[src/rtl/labms_pkg.sv]
`timescale 1ns / 1ps
// Package for the local address best-match select block.
// Holds the op codes, register indexes, FSM states and the match-count function.
package labms_pkg;

	localparam int unsigned ADDR_W   = 32;
	localparam int unsigned MATCH_W  = 6;
	localparam int unsigned OP_W     = 2;
	localparam int unsigned CFG_IDX_W = 1;

	typedef enum logic [OP_W-1:0] {
		OP_RESOLVE = 2'd0,
		OP_ADD     = 2'd1,
		OP_SELECT  = 2'd2
	} op_t;

	typedef enum logic [CFG_IDX_W-1:0] {
		REG_FIX_ENABLED    = 1'b0,
		REG_FORCED_ADDRESS = 1'b1
	} reg_idx_t;

	typedef enum logic [1:0] {
		ST_IDLE  = 2'd0,
		ST_SCAN  = 2'd1,
		ST_DRAIN = 2'd2,
		ST_DONE  = 2'd3
	} state_t;

	typedef struct packed {
		logic clear;
		logic valid;
	} scan_ctl_t;

	// Number of equal low-order bits, found as trailing zeros of the XOR.
	function automatic logic [MATCH_W-1:0] low_match_bits(logic [ADDR_W-1:0] a,
		logic [ADDR_W-1:0] b);
		logic [ADDR_W-1:0] v;
		logic [MATCH_W-1:0] n;
		v = a ^ b;
		n = '0;
		if (v == '0) begin
			n = MATCH_W'(ADDR_W);
		end else begin
			if (v[15:0] == '0) begin
				n = n + MATCH_W'(16);
				v = v >> 16;
			end
			if (v[7:0] == '0) begin
				n = n + MATCH_W'(8);
				v = v >> 8;
			end
			if (v[3:0] == '0) begin
				n = n + MATCH_W'(4);
				v = v >> 4;
			end
			if (v[1:0] == '0) begin
				n = n + MATCH_W'(2);
				v = v >> 2;
			end
			if (v[0] == 1'b0) begin
				n = n + MATCH_W'(1);
			end
		end
		return n;
	endfunction

endpackage

[src/rtl/labms_if.sv]
`timescale 1ns / 1ps
// Channel interfaces of the local address best-match select block.
// Depends on labms_pkg for field widths.
interface labms_req_if;
	logic                                  valid;
	logic                                  ready;
	logic [labms_pkg::OP_W-1:0]            op;
	logic [labms_pkg::ADDR_W-1:0]          address;
	logic [labms_pkg::ADDR_W-1:0]          current_local;

	modport source (output valid, op, address, current_local, input ready);
	modport sink   (input valid, op, address, current_local, output ready);
endinterface

interface labms_rsp_if;
	logic                                  valid;
	logic                                  ready;
	logic [labms_pkg::ADDR_W-1:0]          chosen_address;
	logic                                  replaced;
	logic [labms_pkg::MATCH_W-1:0]         bits_matched;
	logic                                  add_dropped;

	modport source (output valid, chosen_address, replaced, bits_matched, add_dropped,
		input ready);
	modport sink   (input valid, chosen_address, replaced, bits_matched, add_dropped,
		output ready);
endinterface

interface labms_cfg_if;
	logic                                  valid;
	logic                                  ready;
	logic [labms_pkg::CFG_IDX_W-1:0]       index;
	logic [labms_pkg::ADDR_W-1:0]          data;

	modport source (output valid, index, data, input ready);
	modport sink   (input valid, index, data, output ready);
endinterface

[src/rtl/labms_table.sv]
`timescale 1ns / 1ps
// Address table memory: one write port, one read port with registered data.
// Depends on labms_pkg for the address width.
module labms_table #(
	parameter int unsigned DEPTH = 16,
	parameter int unsigned AW    = 4
) (
	input  logic                         clk,
	input  logic                         we,
	input  logic [AW-1:0]                waddr,
	input  logic [labms_pkg::ADDR_W-1:0] wdata,
	input  logic                         re,
	input  logic [AW-1:0]                raddr,
	output logic [labms_pkg::ADDR_W-1:0] rdata
);

	logic [labms_pkg::ADDR_W-1:0] mem [DEPTH];

	always_ff @(posedge clk) begin
		if (we) begin
			mem[waddr] <= wdata;
		end
	end

	always_ff @(posedge clk) begin
		if (re) begin
			rdata <= mem[raddr];
		end
	end

endmodule

[src/rtl/labms_scan.sv]
`timescale 1ns / 1ps
// Best-match tracker: compares each word read from the table with the remote
// address and keeps the first entry with the longest low-order match. Uses labms_pkg.
module labms_scan (
	input  logic                          clk,
	input  labms_pkg::scan_ctl_t          ctl,
	input  logic [labms_pkg::ADDR_W-1:0]  remote,
	input  logic [labms_pkg::ADDR_W-1:0]  entry,
	output logic [labms_pkg::ADDR_W-1:0]  best,
	output logic [labms_pkg::MATCH_W-1:0] bits
);

	logic [labms_pkg::ADDR_W-1:0]  best_q;
	logic [labms_pkg::MATCH_W-1:0] bits_q;
	logic [labms_pkg::MATCH_W-1:0] match;

	assign match = labms_pkg::low_match_bits(remote, entry);

	always_ff @(posedge clk) begin
		if (ctl.clear) begin
			best_q <= '0;
			bits_q <= '0;
		end else if (ctl.valid && (match > bits_q)) begin
			best_q <= entry;
			bits_q <= match;
		end
	end

	assign best = best_q;
	assign bits = bits_q;

endmodule

[src/rtl/local_address_best_match_select.sv]
`timescale 1ns / 1ps
// Local address best-match select, top level. Resolve, add and pass-through words go
// from idle to the done state, which loads the output register; a select on a non-empty
// table first scans it one entry per cycle through its single read port, then drains
// the last read. One word is in work at a time; the output register lets the next word
// be taken while a result waits. Reset clears the control state, the entry count and
// the registers (fix_enabled to 1, forced_address to 0); table contents stay undefined.
module local_address_best_match_select #(
	parameter int unsigned TABLE_ENTRIES = 16
) (
	input  logic         clk,
	input  logic         arst_n,
	labms_req_if.sink    req,
	labms_rsp_if.source  rsp,
	labms_cfg_if.sink    cfg
);

	localparam int unsigned CW = $clog2(TABLE_ENTRIES + 1);
	localparam int unsigned AW = (TABLE_ENTRIES > 1) ? $clog2(TABLE_ENTRIES) : 1;

	labms_pkg::state_t              state_q;
	labms_pkg::state_t              state_d;
	logic [CW-1:0]                  count_q;
	logic                           fix_q;
	logic [labms_pkg::ADDR_W-1:0]   forced_q;
	logic [AW-1:0]                  rd_idx_q;
	logic                           rd_valid_s1;
	logic [labms_pkg::ADDR_W-1:0]   remote_q;
	logic [labms_pkg::ADDR_W-1:0]   cur_q;
	logic [labms_pkg::ADDR_W-1:0]   chosen_q;
	logic                           sel_q;
	logic                           dropped_q;

	logic                           out_valid_q;
	logic [labms_pkg::ADDR_W-1:0]   out_chosen_q;
	logic                           out_replaced_q;
	logic [labms_pkg::MATCH_W-1:0]  out_bits_q;
	logic                           out_dropped_q;

	logic                           accept;
	logic                           full;
	logic                           rd_last;
	logic                           mem_re;
	logic                           mem_we;
	logic                           out_load;
	logic                           start_scan;
	logic                           is_select;
	logic                           clear_tbl;
	logic                           drop;
	logic [labms_pkg::ADDR_W-1:0]   chosen_d;
	logic [labms_pkg::ADDR_W-1:0]   mem_rdata;
	logic [labms_pkg::ADDR_W-1:0]   best;
	logic [labms_pkg::MATCH_W-1:0]  bits;
	logic [labms_pkg::ADDR_W-1:0]   res_chosen;
	labms_pkg::scan_ctl_t           scan_ctl;

	assign accept  = req.valid && req.ready;
	assign full    = (count_q == CW'(TABLE_ENTRIES));
	assign rd_last = (CW'(rd_idx_q) == (count_q - CW'(1)));
	assign cfg.ready = 1'b1;

	// Decode of an accepted word.
	always_comb begin
		is_select = 1'b0;
		clear_tbl = 1'b0;
		mem_we    = 1'b0;
		drop      = 1'b0;
		chosen_d  = req.current_local;
		if (accept && fix_q) begin
			case (labms_pkg::op_t'(req.op))
				labms_pkg::OP_RESOLVE: begin
					clear_tbl = 1'b1;
					if (forced_q != '0) begin
						chosen_d = forced_q;
					end
				end
				labms_pkg::OP_ADD: begin
					if (forced_q == '0) begin
						mem_we = !full;
						drop   = full;
					end
				end
				labms_pkg::OP_SELECT: begin
					is_select = 1'b1;
				end
				default: begin
					is_select = 1'b0;
				end
			endcase
		end
	end

	assign start_scan = is_select && (count_q != '0);

	always_comb begin
		state_d = state_q;
		case (state_q)
			labms_pkg::ST_IDLE: begin
				if (accept) begin
					state_d = start_scan ? labms_pkg::ST_SCAN : labms_pkg::ST_DONE;
				end
			end
			labms_pkg::ST_SCAN: begin
				if (rd_last) begin
					state_d = labms_pkg::ST_DRAIN;
				end
			end
			labms_pkg::ST_DRAIN: begin
				state_d = labms_pkg::ST_DONE;
			end
			labms_pkg::ST_DONE: begin
				if (out_load) begin
					state_d = labms_pkg::ST_IDLE;
				end
			end
			default: begin
				state_d = labms_pkg::ST_IDLE;
			end
		endcase
	end

	always_comb begin
		req.ready = 1'b0;
		mem_re    = 1'b0;
		out_load  = 1'b0;
		case (state_q)
			labms_pkg::ST_IDLE: begin
				req.ready = 1'b1;
			end
			labms_pkg::ST_SCAN: begin
				mem_re = 1'b1;
			end
			labms_pkg::ST_DRAIN: begin
				mem_re = 1'b0;
			end
			labms_pkg::ST_DONE: begin
				out_load = !out_valid_q || rsp.ready;
			end
			default: begin
				req.ready = 1'b0;
			end
		endcase
	end

	always_ff @(posedge clk or negedge arst_n) begin
		if (!arst_n) begin
			state_q     <= labms_pkg::ST_IDLE;
			count_q     <= '0;
			fix_q       <= 1'b1;
			forced_q    <= '0;
			rd_idx_q    <= '0;
			rd_valid_s1 <= 1'b0;
			out_valid_q <= 1'b0;
		end else begin
			state_q     <= state_d;
			rd_valid_s1 <= mem_re;
			if (cfg.valid && cfg.ready) begin
				case (labms_pkg::reg_idx_t'(cfg.index))
					labms_pkg::REG_FIX_ENABLED:    fix_q    <= cfg.data[0];
					labms_pkg::REG_FORCED_ADDRESS: forced_q <= cfg.data;
					default:                       fix_q    <= fix_q;
				endcase
			end
			if (clear_tbl) begin
				count_q <= '0;
			end else if (mem_we) begin
				count_q <= count_q + CW'(1);
			end
			if (accept) begin
				rd_idx_q <= '0;
			end else if (mem_re) begin
				rd_idx_q <= rd_idx_q + AW'(1);
			end
			if (out_load) begin
				out_valid_q <= 1'b1;
			end else if (rsp.ready) begin
				out_valid_q <= 1'b0;
			end
		end
	end

	always_ff @(posedge clk) begin
		if (accept) begin
			remote_q  <= req.address;
			cur_q     <= req.current_local;
			chosen_q  <= chosen_d;
			sel_q     <= is_select;
			dropped_q <= drop;
		end
	end

	assign res_chosen = (sel_q && (best != '0) && (best != cur_q)) ? best : chosen_q;

	always_ff @(posedge clk) begin
		if (out_load) begin
			out_chosen_q   <= res_chosen;
			out_replaced_q <= (res_chosen != cur_q);
			out_bits_q     <= sel_q ? bits : '0;
			out_dropped_q  <= dropped_q;
		end
	end

	assign rsp.valid          = out_valid_q;
	assign rsp.chosen_address = out_chosen_q;
	assign rsp.replaced       = out_replaced_q;
	assign rsp.bits_matched   = out_bits_q;
	assign rsp.add_dropped    = out_dropped_q;

	// The table is written only from the idle state and read only while scanning,
	// so a read never overlaps a write to the same entry.
	labms_table #(
		.DEPTH (TABLE_ENTRIES),
		.AW    (AW)
	) u_table (
		.clk   (clk),
		.we    (mem_we),
		.waddr (count_q[AW-1:0]),
		.wdata (req.address),
		.re    (mem_re),
		.raddr (rd_idx_q),
		.rdata (mem_rdata)
	);

	assign scan_ctl.clear = accept;
	assign scan_ctl.valid = rd_valid_s1;

	labms_scan u_scan (
		.clk    (clk),
		.ctl    (scan_ctl),
		.remote (remote_q),
		.entry  (mem_rdata),
		.best   (best),
		.bits   (bits)
	);

`ifndef NO_ASSERTIONS
	a_count_bound: assert property (@(posedge clk) disable iff (!arst_n)
		count_q <= CW'(TABLE_ENTRIES))
		else $error("entry count exceeds table depth");

	a_write_not_full: assert property (@(posedge clk) disable iff (!arst_n)
		mem_we |=> (count_q != '0))
		else $error("table write did not advance the entry count");

	a_read_in_range: assert property (@(posedge clk) disable iff (!arst_n)
		mem_re |-> (CW'(rd_idx_q) < count_q))
		else $error("table read beyond valid entries");

	a_drop_clean: assert property (@(posedge clk) disable iff (!arst_n)
		(rsp.valid && rsp.add_dropped) |-> ((rsp.bits_matched == '0) && !rsp.replaced))
		else $error("dropped add reported a match or replacement");
`endif

endmodule
[src/flat_wrapper.sv]
// flat-port wrapper written by rule: the top's interface ports become plain ports
module local_address_best_match_select_flat 
#(
	parameter int unsigned TABLE_ENTRIES = 16
)
  (clk, arst_n, req_valid, req_op, req_address, req_current_local, req_ready, rsp_valid, rsp_chosen_address, rsp_replaced, rsp_bits_matched, rsp_add_dropped, rsp_ready, cfg_valid, cfg_index, cfg_data, cfg_ready);
  labms_req_if req_i ();
  labms_rsp_if rsp_i ();
  labms_cfg_if cfg_i ();
  input  logic clk;
  input  logic arst_n;
  input wire logic [$bits(req_i.valid)-1:0] req_valid;
  input wire logic [$bits(req_i.op)-1:0] req_op;
  input wire logic [$bits(req_i.address)-1:0] req_address;
  input wire logic [$bits(req_i.current_local)-1:0] req_current_local;
  output wire logic [$bits(req_i.ready)-1:0] req_ready;
  output wire logic [$bits(rsp_i.valid)-1:0] rsp_valid;
  output wire logic [$bits(rsp_i.chosen_address)-1:0] rsp_chosen_address;
  output wire logic [$bits(rsp_i.replaced)-1:0] rsp_replaced;
  output wire logic [$bits(rsp_i.bits_matched)-1:0] rsp_bits_matched;
  output wire logic [$bits(rsp_i.add_dropped)-1:0] rsp_add_dropped;
  input wire logic [$bits(rsp_i.ready)-1:0] rsp_ready;
  input wire logic [$bits(cfg_i.valid)-1:0] cfg_valid;
  input wire logic [$bits(cfg_i.index)-1:0] cfg_index;
  input wire logic [$bits(cfg_i.data)-1:0] cfg_data;
  output wire logic [$bits(cfg_i.ready)-1:0] cfg_ready;
  assign req_i.valid = req_valid;
  assign req_i.op = req_op;
  assign req_i.address = req_address;
  assign req_i.current_local = req_current_local;
  assign req_ready = req_i.ready;
  assign rsp_valid = rsp_i.valid;
  assign rsp_chosen_address = rsp_i.chosen_address;
  assign rsp_replaced = rsp_i.replaced;
  assign rsp_bits_matched = rsp_i.bits_matched;
  assign rsp_add_dropped = rsp_i.add_dropped;
  assign rsp_i.ready = rsp_ready;
  assign cfg_i.valid = cfg_valid;
  assign cfg_i.index = cfg_index;
  assign cfg_i.data = cfg_data;
  assign cfg_ready = cfg_i.ready;
  local_address_best_match_select #(.TABLE_ENTRIES(TABLE_ENTRIES)) u_core (.clk(clk), .arst_n(arst_n), .req(req_i), .rsp(rsp_i), .cfg(cfg_i));
endmodule
[config.mk]
export PLATFORM = sky130hd
export DESIGN_NAME = local_address_best_match_select_flat
export DESIGN_NICKNAME = d
export VERILOG_FILES = /design/src/rtl/labms_pkg.sv /design/src/rtl/labms_if.sv /design/src/rtl/labms_table.sv /design/src/rtl/labms_scan.sv /design/src/rtl/local_address_best_match_select.sv /design/src/flat_wrapper.sv
export SDC_FILE = /design/constraint.sdc
export NUM_CORES = 1
export LEC_CHECK = 0
export BUFFER_PORTS_ARGS = -buffer_cell sky130_fd_sc_hd__buf_2
export CELL_PAD_IN_SITES_DETAIL_PLACEMENT = 1
export CELL_PAD_IN_SITES_GLOBAL_PLACEMENT = 2
export CORE_MARGIN = 10
export CORE_UTILIZATION = 35
export DETAILED_ROUTE_END_ITERATION = 8
export GPL_TIMING_DRIVEN = 0
export PLACE_DENSITY_LB_ADDON = 0.08
export SYNTH_ARGS = -nofsm -noshare
export SYNTH_HDL_FRONTEND = slang
export SYNTH_SLANG_ARGS = --single-unit
[constraint.sdc]
create_clock -name clk -period 9.2 [get_ports clk]
set_input_delay 0.46 -clock clk [delete_from_list [all_inputs] [get_ports clk]]
set_output_delay 0.46 -clock clk [all_outputs]
set_load 0.01 [all_outputs]
==> summary.md, run 1 <==
| Metric | Value |
|---|---|
| Status | finished, final reports clean |
| Floorplan die area | 0.0994 mm² |
| Number of buffers inserted by port buffering | 145 |
| Top-Level Pins | 147 |
| Die Height | 315 µm |
| Maximum number of pins on one net before global-route repair | 52 |
| Count of unique library cells instantiated by Yosys | 60 |
| Cell row count | 108 |
| Number of cells on the worst hold path | 1 |
| Area of the mapped netlist | 0.0305 mm² |
| Critical path data required time | 9680 ps |
| TritonCTS clock tree | done |
| Time the worst path needs with I/O delays and setup | 6190 ps |
| Share of the yosys chip area belonging to registers | 73.4% |
| Routability congestion estimate from global placement | 0.819 |
| Startpoint of the lowest-slack hold path | req_current_local[25] |
| Cell depth of the worst flop-to-flop path | 17 |
| Top fanout value on the critical path | 10 |
| Clock latency on the worst-skew pair | 650 ps |
| Antenna violations before repair | 3 |
| Fin Setup TNS | 0 ps |
| Wire length of the first global-routing pass | 130000 µm |
| Final standard cell area without fillers | 0.0363 mm² |
| Count of final hold-check violations | 0 |
| DR vias | 16000 |
| Buffer and inverter count on the worst path | 2 |
| ANT cells | 0 |
| Number of synthesis warnings | 0 |
| Placed Area | 0.0334 mm² |
| Fraction of layout instances using a drive strength above 1 | 30.5% |
| Final core utilization | 41.9% |
| Starting utilization of the core area | 35.2% |
| Slew at the pin closest to its max-slew limit | 1340 ps |
| Post-detailed-route wirelength per cell | 29.3 µm |
| Endpoint class of the critical path | flip-flop |
| Main flop type after synthesis | edfxtp_1 |
| Crit path kind | reg -> reg |
| CTS Buffer Depth | 3 |
| Cell at the slowest stage of the critical path | nor4_1 |
| Core outline area | 0.0866 mm² |
| RSZ-0062 raised after global routing | false |
| Power density of the placed cells | 288 mW/mm² |
| Avg Cell Area, Syn | 19.3 µm² |
| Number of remaining DRC errors | 0 |
| Signed area change from the synthesized netlist to the final layout | 18.9% |
| Final setup violating endpoints | 0 |
| Worst IR drop on VDD | 167 µV |
| Worst slew margin relative to its limit | 9.77% |
| Number of synthesized register bits | 766 |
| Top post-synthesis cells by count | edfxtp_1, mux4_2, mux2_2 |
| Synth area leader | edfxtp_1 |
| Post-Route Skew | 38.9 ps |
| Highest clock frequency the design can meet | 162 MHz |
| CTS Root Buffer Type | clkbuf_16 |
| Final cycle utilization of the critical path | 67.3% |
| Fraction of synthesized cell area taken by the top area cell type | 67.1% |
| Async set or reset register ratio after synthesis | 6.01% |
| Leading post-synthesis cells by cell area | edfxtp_1, mux4_2, dfrtp_1, mux2_2, dfxtp_1 |
| Library cell appearing most often on the critical path | nor2_1 |
| Pleak | 12.0 nW |
| Critical Path AT | 6670 ps |
| Number of CTS-inserted buffers | 86 |
| Die span in x | 315 µm |
| Via count of the first global-routing pass | 17600 |
| Max-cap viol count | 0 |
| Final wirelength | 90300 µm |
| Library cell with the highest instance count after synthesis | edfxtp_1 |
| Final Max Slew Viols | 0 |
| Routed Antenna Nets | 0 |
| # H-tree levels | 3 |
| Path type of the worst min-delay path | in -> reg |
| CP Launch Type | flip-flop |
| Total overflow reported by the global router | 0 |
| Initial detailed-routing violation count | 1154 |
| Cell-by-cell trace of the critical path | xnor2_1, or4b_2, nor4_1, a221o_1, a2bb2oi_1, nor2_1, or2_2, ha_1, nor2b_1, o21ai_0, a21oi_1, a211oi_1, nor2_1, buf_1, buf_1, mux2i_1, nor2_1 |
| Peak per-stage delay on the critical path | 1030 ps |
| GRT Util Overall | 18.2% |
| Total stage count of the critical path | 17 |
| Clock slew at the register clock pins of the worst setup and hold paths | 60 ps |
| Reg-to-Reg Start | u_core.u_table.rdata[6] |
| Dominant delay contributor by cell family on the critical path | simple AND/OR/NAND/NOR gates |
| Detailed-routing iteration count for the pre-antenna-repair pass | 5 |
| Layout net count | 1977 |
| Net count after synthesis | 1699 |
| Critical Path Source | u_core.u_table.rdata[6] |
| EDFF count, synth | 682 |
| Routed vias/inst | 5.18 |
| Placed wire-length estimate after detailed placement | 64500 µm |
| Number of instances in the synthesized netlist | 1580 |
| TritonCTS sink count | 766 |
report_power, final:
group	internal [W]	switching, W	leakage (nW)	total, W
Clock	0.00200	0.00142	1.38	0.00342
Combinational	0.00109	0.00141	3.55	0.00250
Sequential	0.00420	0.000346	7.05	0.00454
Total	0.00729	0.00318	12.0	0.0105
what timing repair did:
item | 4_1_cts | 5_1_grt
hold endpoints to repair | 7 | 0
hold buffers | 7 | 0
setup buffers | 0 | 0
resized for setup | 0 | 0
cell type report:
cell class | instances | area (µm²)
multi-input cells | 710 | 7780
well taps | 1155 | 1450
repair buffers | 190 | 1440
flip-flops and latches | 766 | 22400
inverters | 40 | 150
clock inverters | 48 | 474
fillers | 8309 | 50300
clock buffers | 112 | 2340
plain buffers | 64 | 255
sequential cells by signal, indices dropped and copies added (netlist names):
signal	cells
u_core.u_table.rdata	32
u_core.count_q	5
u_core.rsp.replaced	1
u_core.rsp.chosen_address	32
u_core.rsp.valid	1
u_core.rd_idx_q	4
u_core.fix_q	1
u_core.forced_q	32
u_core.remote_q	32
u_core.sel_q	1
u_core.u_scan.best	32
u_core.rd_valid_s1	1
u_core.state_q	2
u_core.dropped_q	1
u_core.cur_q	32
u_core.u_scan.bits	6
u_core.rsp.add_dropped	1
u_core.chosen_q	32
u_core.u_table.mem	512
u_core.rsp.bits_matched	6
through the flow:
| step | worst slack (ps) | power [W] | hold WS [ps] | cells |
|---|---|---|---|---|
| floorplan | 4280 | 0.00607 | 164 | 1580 |
| global placement | 107 | 0.00714 | 408 | 2880 |
| detailed placement | 2970 | 0.00717 | 414 | 2917 |
| CTS | 2910 | 0.0106 | 1.65 | 3084 |
| global route | 2550 | 0.0109 | 4.15 | 3085 |
| finish | 3010 | 0.0105 | 33.5 | 3085 |
path summary, 6_finish.rpt:
kind                                                to  slack [ps]
min in group asynchronous          u_core.forced_q[28]          80
worst min register to register  u_core.rsp.add_dropped         420
max in group asynchronous           u_core.rd_idx_q[3]        8380
worst min-delay path                  u_core.cur_q[25]          30
worst max-delay path            u_core.u_scan.best[21]        3010
worst max register to register  u_core.u_scan.best[21]        3010
cells by family after synthesis:
logic type                 share of synthesized area (%)
AOI/OAI and AO/OA                                   2.12
xor gates and xnor gates                            2.61
adders and majority gates                          0.615
buffers and inverters                               1.32
DFF                                                 73.4
muxes                                               16.2
other                                             0.0123
and+or+nand+nor                                     3.74
metal layers:
| layer | wire, µm | track usage (%) |
|---|---|---|
| met3 | 3590 | 3.05 |
| met5 | 15 | 0 |
| met2 | 46100 | 31.7 |
| met1 | 38700 | 23.4 |
| met4 | 1880 | 4.35 |
placed cells by master, fill, tap and decap left out, types with 8 or more instances in the layout:
cell	n
edfxtp_1	682
nand2_1	31
buf_6	18
dfxtp_1	38
ha_1	14
inv_1	39
mux4_2	160
buf_2	145
clkinv_1	17
nor2b_1	13
nor4_1	24
nand3_1	10
xor2_1	45
a21oi_1	20
buf_1	23
o21ai_0	20
o22ai_1	10
xnor2_1	46
nor2_1	75
nor3_1	11
and2_1	8
mux2_2	91
clkbuf_1	57
dfrtp_1	45
clkbuf_16	88
nand4_1	16
buf_12	12
clkinv_2	16
mux2i_1	30
No activity file was read; power rests on OpenSTA's default activity.
==> run 2: changes to the inputs <==
- clock period: 9.2 -> 6.5 ns (I/O delays scaled with it)
==> run 2 against run 1 <==
Clock power grew 42%. Fmax increased by 5.4%. Register-to-register slack worse by 2400 ps. Clock skew increased by 1.1 ps. Die area unchanged. Critical path depth rose by 2. Final cell count grew 1.9%. Power is 42% higher. Critical path type unchanged. Critical endpoint unchanged. Largest power group unchanged.
==> summary.md, run 2 (synthesis gave the netlist of run 1 again) <==
| Metric | Value |
|---|---|
| Pre-CTS setup slack | 270 ps |
| Critical path data required time | 6980 ps |
| Floorplan die area | 0.0994 mm² |
| RSZ-0062 raised after global routing | false |
| Placed cell count | 2917 |
| Capture point of the worst path | u_core.u_scan.best[21] |
| Worst slew margin relative to its limit | 13.7% |
| Max-cap viol count | 0 |
| Cell at the slowest stage of the critical path | buf_1 |
| Die Height | 315 µm |
| Final setup violating endpoints | 0 |
| Wire length of the first global-routing pass | 132000 µm |
| Largest register by flop count | u_core.u_table.mem |
| Buffer and inverter count on the worst path | 3 |
| Cell depth of the worst flop-to-flop path | 19 |
| Number of remaining DRC errors | 0 |
| Highest clock frequency the design can meet | 170 MHz |
| Clock network power share | 32.6% |
| TritonCTS clock tree | done |
| CTS Buffer Depth | 3 |
| Cell row count | 108 |
| Total stage count of the critical path | 19 |
| Routed vias/inst | 5.14 |
| Clock slew at the register clock pins of the worst setup and hold paths | 60 ps |
| Fraction of layout instances using a drive strength above 1 | 29.6% |
| Final standard cell area without fillers | 0.0369 mm² |
| GRT Util Overall | 18.4% |
| Routability congestion estimate from global placement | 0.819 |
| Antenna violations before repair | 3 |
| Net switching component of the power | 0.00450 W |
| Final Max Slew Viols | 0 |
| Pleak | 12.2 nW |
| DR vias | 16200 |
| Endpoint class of the critical path | flip-flop |
| FF-to-FF End | u_core.u_scan.best[21] |
| Sequential fraction of design power | 43.3% |
| Die span in x | 315 µm |
| Routed Antenna Nets | 0 |
| Final cycle utilization of the critical path | 90.4% |
| Most frequent standard cell in the layout excluding fill and tap cells | edfxtp_1 |
| Top fanout value on the critical path | 10 |
| Count of final hold-check violations | 0 |
| TritonCTS sink count | 766 |
| Maximum number of pins on one net before global-route repair | 52 |
| Worst slack on hold paths | 68.5 ps |
| Post-Route Skew | 39.9 ps |
| Share of total power consumed by net switching | 30.3% |
| Core outline area | 0.0866 mm² |
| Signed area change from the synthesized netlist to the final layout | 20.9% |
| Initial detailed-routing violation count | 1164 |
| Worst IR drop on VDD | 235 µV |
| Peak per-stage delay on the critical path | 700 ps |
| Clock latency on the worst-skew pair | 650 ps |
| Starting utilization of the core area | 35.2% |
| Final non-filler cell total | 3145 |
| Post-detailed-route wirelength per cell | 28.9 µm |
| Placed wire-length estimate after detailed placement | 64500 µm |
| Number of buffers inserted by port buffering | 145 |
| Power density of the placed cells | 402 mW/mm² |
| CTS Root Buffer Type | clkbuf_16 |
| # H-tree levels | 3 |
| Total overflow reported by the global router | 0 |
| Critical Path AT | 6360 ps |
| Combinational group share of total power | 24.0% |
| Status | finished, final reports clean |
| Path type of the worst min-delay path | in -> reg |
| Cell internal power dissipation | 0.0103 W |
| Fin worst setup slack | 626 ps |
| Slew at the pin closest to its max-slew limit | 1290 ps |
| CP Launch Type | flip-flop |
| Crit path kind | reg -> reg |
| Cell-by-cell trace of the critical path | xnor2_1, or4b_2, or4_1, clkbuf_1, o21bai_1, a221o_1, a2bb2oi_1, nor2_1, or2_2, ha_1, nor2b_1, o21ai_0, a21oi_1, a211oi_1, nor2_1, buf_1, buf_1, mux2i_1, nor2_1 |
| Detailed-routing iteration count for the pre-antenna-repair pass | 5 |
| Layout net count | 2036 |
| Top-Level Pins | 147 |
| Placed Area | 0.0334 mm² |
| Library cell appearing most often on the critical path | nor2_1 |
| Most frequent cells in the layout | edfxtp_1, mux4_2, buf_2 |
| Critical Path Source | u_core.u_table.rdata[6] |
| Reg-to-Reg Start | u_core.u_table.rdata[6] |
| Time the worst path needs with I/O delays and setup | 5870 ps |
| Overall power | 0.0148 W |
| Number of CTS-inserted buffers | 86 |
| Dominant delay contributor by cell family on the critical path | simple AND/OR/NAND/NOR gates |
| Largest register FFs | 512 |
| Worst setup slack for register-to-register paths | 630 ps |
| Final wirelength | 91000 µm |
| Via count of the first global-routing pass | 17900 |
==> run 2: cell types whose count changed in the layout (fill, tap and decap cells not counted) <==
| cell | delta |
|---|---|
| dlygate4sd3_1 | +59 |
| diode_2 | +1 |
| nor4_1 | -1 |
| nor4_2 | +1 |
==> run 2: power by group through the flow <==
stage               Sequential (W)  Clock [W]  Combinational [W]
floorplan                  0.00631          0            0.00228
global placement           0.00658          0            0.00352
detailed placement         0.00654          0            0.00361
CTS                        0.00644    0.00498            0.00366
global route               0.00647    0.00517            0.00389
finish                     0.00643    0.00484            0.00357
==> run 2: how the worst min path moves through the flow <==
stage,start,to,cells after the start
2_1_floorplan,arst_n,u_core.count_q[0],0
3_3_place_gp,u_core.dropped_q,u_core.rsp.add_dropped,0
3_5_place_dp,u_core.dropped_q,u_core.rsp.add_dropped,0
4_1_cts,req_address[2],u_core.u_table.mem[7][2],1
5_1_grt,req_address[5],u_core.u_table.mem[2][5],1
6_report,req_address[22],u_core.u_table.mem[7][22],1
==> run 2: layout make-up <==
class	instances	area, µm²
diodes	1	2.50
plain buffers	64	255
clock buffers	112	2340
clock inverters	48	474
fillers	8283	49700
inverters	40	150
multi-input cells	710	7790
flip-flops and latches	766	22400
well taps	1155	1450
repair buffers	249	2030
==> run 2: routing by layer <==
metal	track usage [%]	share of wire [%]
met4	4.35	2.1
met5	0	0.016
met2	32.0	51
met3	3.04	3.8
met1	23.6	43
==> run 2: through the flow <==
stage,setup TNS (ps),utilization (%)
after CTS,0,42.6
after floorplan,0,-
final,0,42.6
after global routing,0,42.6
after detailed placement,0,38.5
after global placement,-379380,37.7
==> run 2: what timing repair did <==
action                     4_1_cts  5_1_grt
hold endpoints to repair       119        0
setup endpoints to repair        0       10
setup buffers                    0        0
hold buffers                    66        0
gates resized for setup          0        1
==> run 3: changes to the inputs <==
- CORE_UTILIZATION: 35 -> 47
==> run 3 against run 2 <==
Routed wire length shrank 6.6%. Cell area shrank 2.0%. Register-to-register slack gained 90 ps. Worst setup slack gained 94 ps. Combinational power shrank 1%. Critical path depth is the same. First-iteration DRC count grew 16%. Sequential cell count is the same. Clock power shrank 7.6%. Power shrank 3.0%. Sequential power is essentially flat. Highest routed layer unchanged.
==> summary.md, run 3 (synthesis gave the netlist of run 1 again) <==
| Metric | Value |
|---|---|
| Status | finished, final reports clean |
| Crit path kind | reg -> reg |
| Critical path data required time | 6980 ps |
| Number of buffers inserted by port buffering | 145 |
| GRT Util Overall | 22.7% |
| Critical Path AT | 6260 ps |
| Endpoint class of the critical path | flip-flop |
| Number of CTS-inserted buffers | 82 |
| Routed Antenna Nets | 0 |
| Fraction of layout instances using a drive strength above 1 | 28.9% |
| Die span in x | 275 µm |
| Most frequent cells in the layout | edfxtp_1, mux4_2, buf_2 |
| Layout net count | 2026 |
| Antenna violations before repair | 3 |
| Highest clock frequency the design can meet | 173 MHz |
| TritonCTS sink count | 766 |
| Final non-filler cell total | 2829 |
| Reg-to-Reg Start | u_core.u_table.rdata[6] |
| Signed area change from the synthesized netlist to the final layout | 18.4% |
| Floorplan die area | 0.0755 mm² |
| Final cycle utilization of the critical path | 88.9% |
| Placed cell count | 2612 |
| Routed vias/inst | 5.78 |
| CTS Buffer Depth | 3 |
| Worst slew margin relative to its limit | 9.89% |
| Starting utilization of the core area | 47.4% |
| Filler cells | 5717 |
| Total overflow reported by the global router | 0 |
| Final setup violating endpoints | 0 |
| Most frequent standard cell in the layout excluding fill and tap cells | edfxtp_1 |
| TritonCTS clock tree | done |
| Count of final hold-check violations | 0 |
| RSZ-0062 raised after global routing | false |
| Number of remaining DRC errors | 0 |
| Cell depth of the worst flop-to-flop path | 19 |
| Largest register by flop count | u_core.u_table.mem |
| DR vias | 16300 |
| Final wirelength | 85000 µm |
| Die Height | 275 µm |
| Power density of the placed cells | 398 mW/mm² |
| FF-to-FF End | u_core.u_scan.best[21] |
| Cell row count | 93 |
| Pleak | 12.0 nW |
| Max-cap viol count | 0 |
| Clock latency on the worst-skew pair | 630 ps |
| Core outline area | 0.0643 mm² |
| Slew at the pin closest to its max-slew limit | 1350 ps |
| Initial detailed-routing violation count | 1348 |
| Worst IR drop on VDD | 272 µV |
| Routability congestion estimate from global placement | 0.857 |
| Detailed-routing iteration count for the pre-antenna-repair pass | 5 |
| Capture point of the worst path | u_core.u_scan.best[21] |
| Critical Path Source | u_core.u_table.rdata[6] |
| Final Max Slew Viols | 0 |
| Clock slew at the register clock pins of the worst setup and hold paths | 60 ps |
| Time the worst path needs with I/O delays and setup | 5780 ps |
| Hold-fix buffers, CTS | 66 |
| Placed wire-length estimate after detailed placement | 60000 µm |
| Path type of the worst min-delay path | in -> reg |
| Post-Route Skew | 28.1 ps |
| Maximum number of pins on one net before global-route repair | 54 |
| Top-Level Pins | 147 |
| Largest register FFs | 512 |
| Top fanout value on the critical path | 10 |
| Overall power | 0.0144 W |
| Post-cts resize count | 0 |
| Setup Buffers After CTS | 0 |
| Wire length of the first global-routing pass | 124000 µm |
| Post-detailed-route wirelength per cell | 30.0 µm |
| Via count of the first global-routing pass | 17600 |
| # H-tree levels | 3 |
| CTS Root Buffer Type | clkbuf_16 |
| Worst setup slack for register-to-register paths | 720 ps |
| CP Launch Type | flip-flop |
| Worst slack on hold paths | 85.0 ps |
run 3: changes by cell type in the layout (fill, tap and decap cells not counted), sizes merged:
cell      change
diode         +1
clkbuf        -6
buf           -6
clkinvlp      -1
inv           -2
bufinv        -2
run 3: worst max-delay path: stages, from the launching register on:
cell       delay, ps
edfxtp_1         480
xnor2_1          410
or4b_2           710
or4_1            440
clkbuf_1         200
o21bai_1         210
a221o_1          210
a2bb2oi_1        200
nor2_1            80
or2_2            300
ha_1             200
nor2b_1          100
o21ai_0           90
a21oi_1          150
a211oi_1          70
nor2_1           160
buf_1            590
buf_1            680
mux2i_1          280
nor2_1            60
run 3: per-layer routing:
metal / share of wire, % / global-route usage (%) / vias up
met2: 51 / 38.4 / 505
met5: 0.015 / 0 / -
met3: 5.2 / 3.57 / 103
met1: 42 / 30.6 / 8704
met4: 2.0 / 5.55 / 2
li1: - / - / 7024
run 3: per-stage QoR:
stage | setup slack (ps) | utilization, % | TNS, ps | cell area [µm²]
finish | 719 | 56.2 | 0 | 36100
CTS | 458 | 56.2 | 0 | 36100
global placement | -1870 | 50.2 | -264960 | 32300
detailed placement | 523 | 51.1 | 0 | 32900
floorplan | 1580 | - | 0 | 30500
global route | 400 | 56.2 | 0 | 36100
run 3: power breakdown:
part	internal (W)	leakage (nW)	switching (W)
Clock	0.00258	1.25	0.00189
Sequential	0.00594	7.05	0.000468
Combinational	0.00156	3.74	0.00196
Total	0.0101	12.0	0.00432
run 3: worst min-delay path by stage:
stage	from	to	slack (ps)	cells past startpoint
floorplan	arst_n	u_core.count_q[0]	30	0
global placement	u_core.dropped_q	u_core.rsp.add_dropped	420	0
detailed placement	u_core.dropped_q	u_core.rsp.add_dropped	420	0
CTS	req_address[3]	u_core.u_table.mem[8][3]	40	1
global route	req_address[8]	u_core.remote_q[8]	60	1
finish	req_address[3]	u_core.u_table.mem[8][3]	90	1
run 3: layout make-up:
class	count	area (µm²)	area share, %
Sequential cell	766	22400	62.0
Antenna cell	2	5.00	0.0138
Multi-Input combinational cell	710	7790	21.6
Clock inverter	43	387	1.07
Tap cell	855	1070	2.96
Clock buffer	106	2180	6.04
Timing Repair Buffer	243	1910	5.28
Buffer	64	255	0.706
Inverter	40	150	0.415
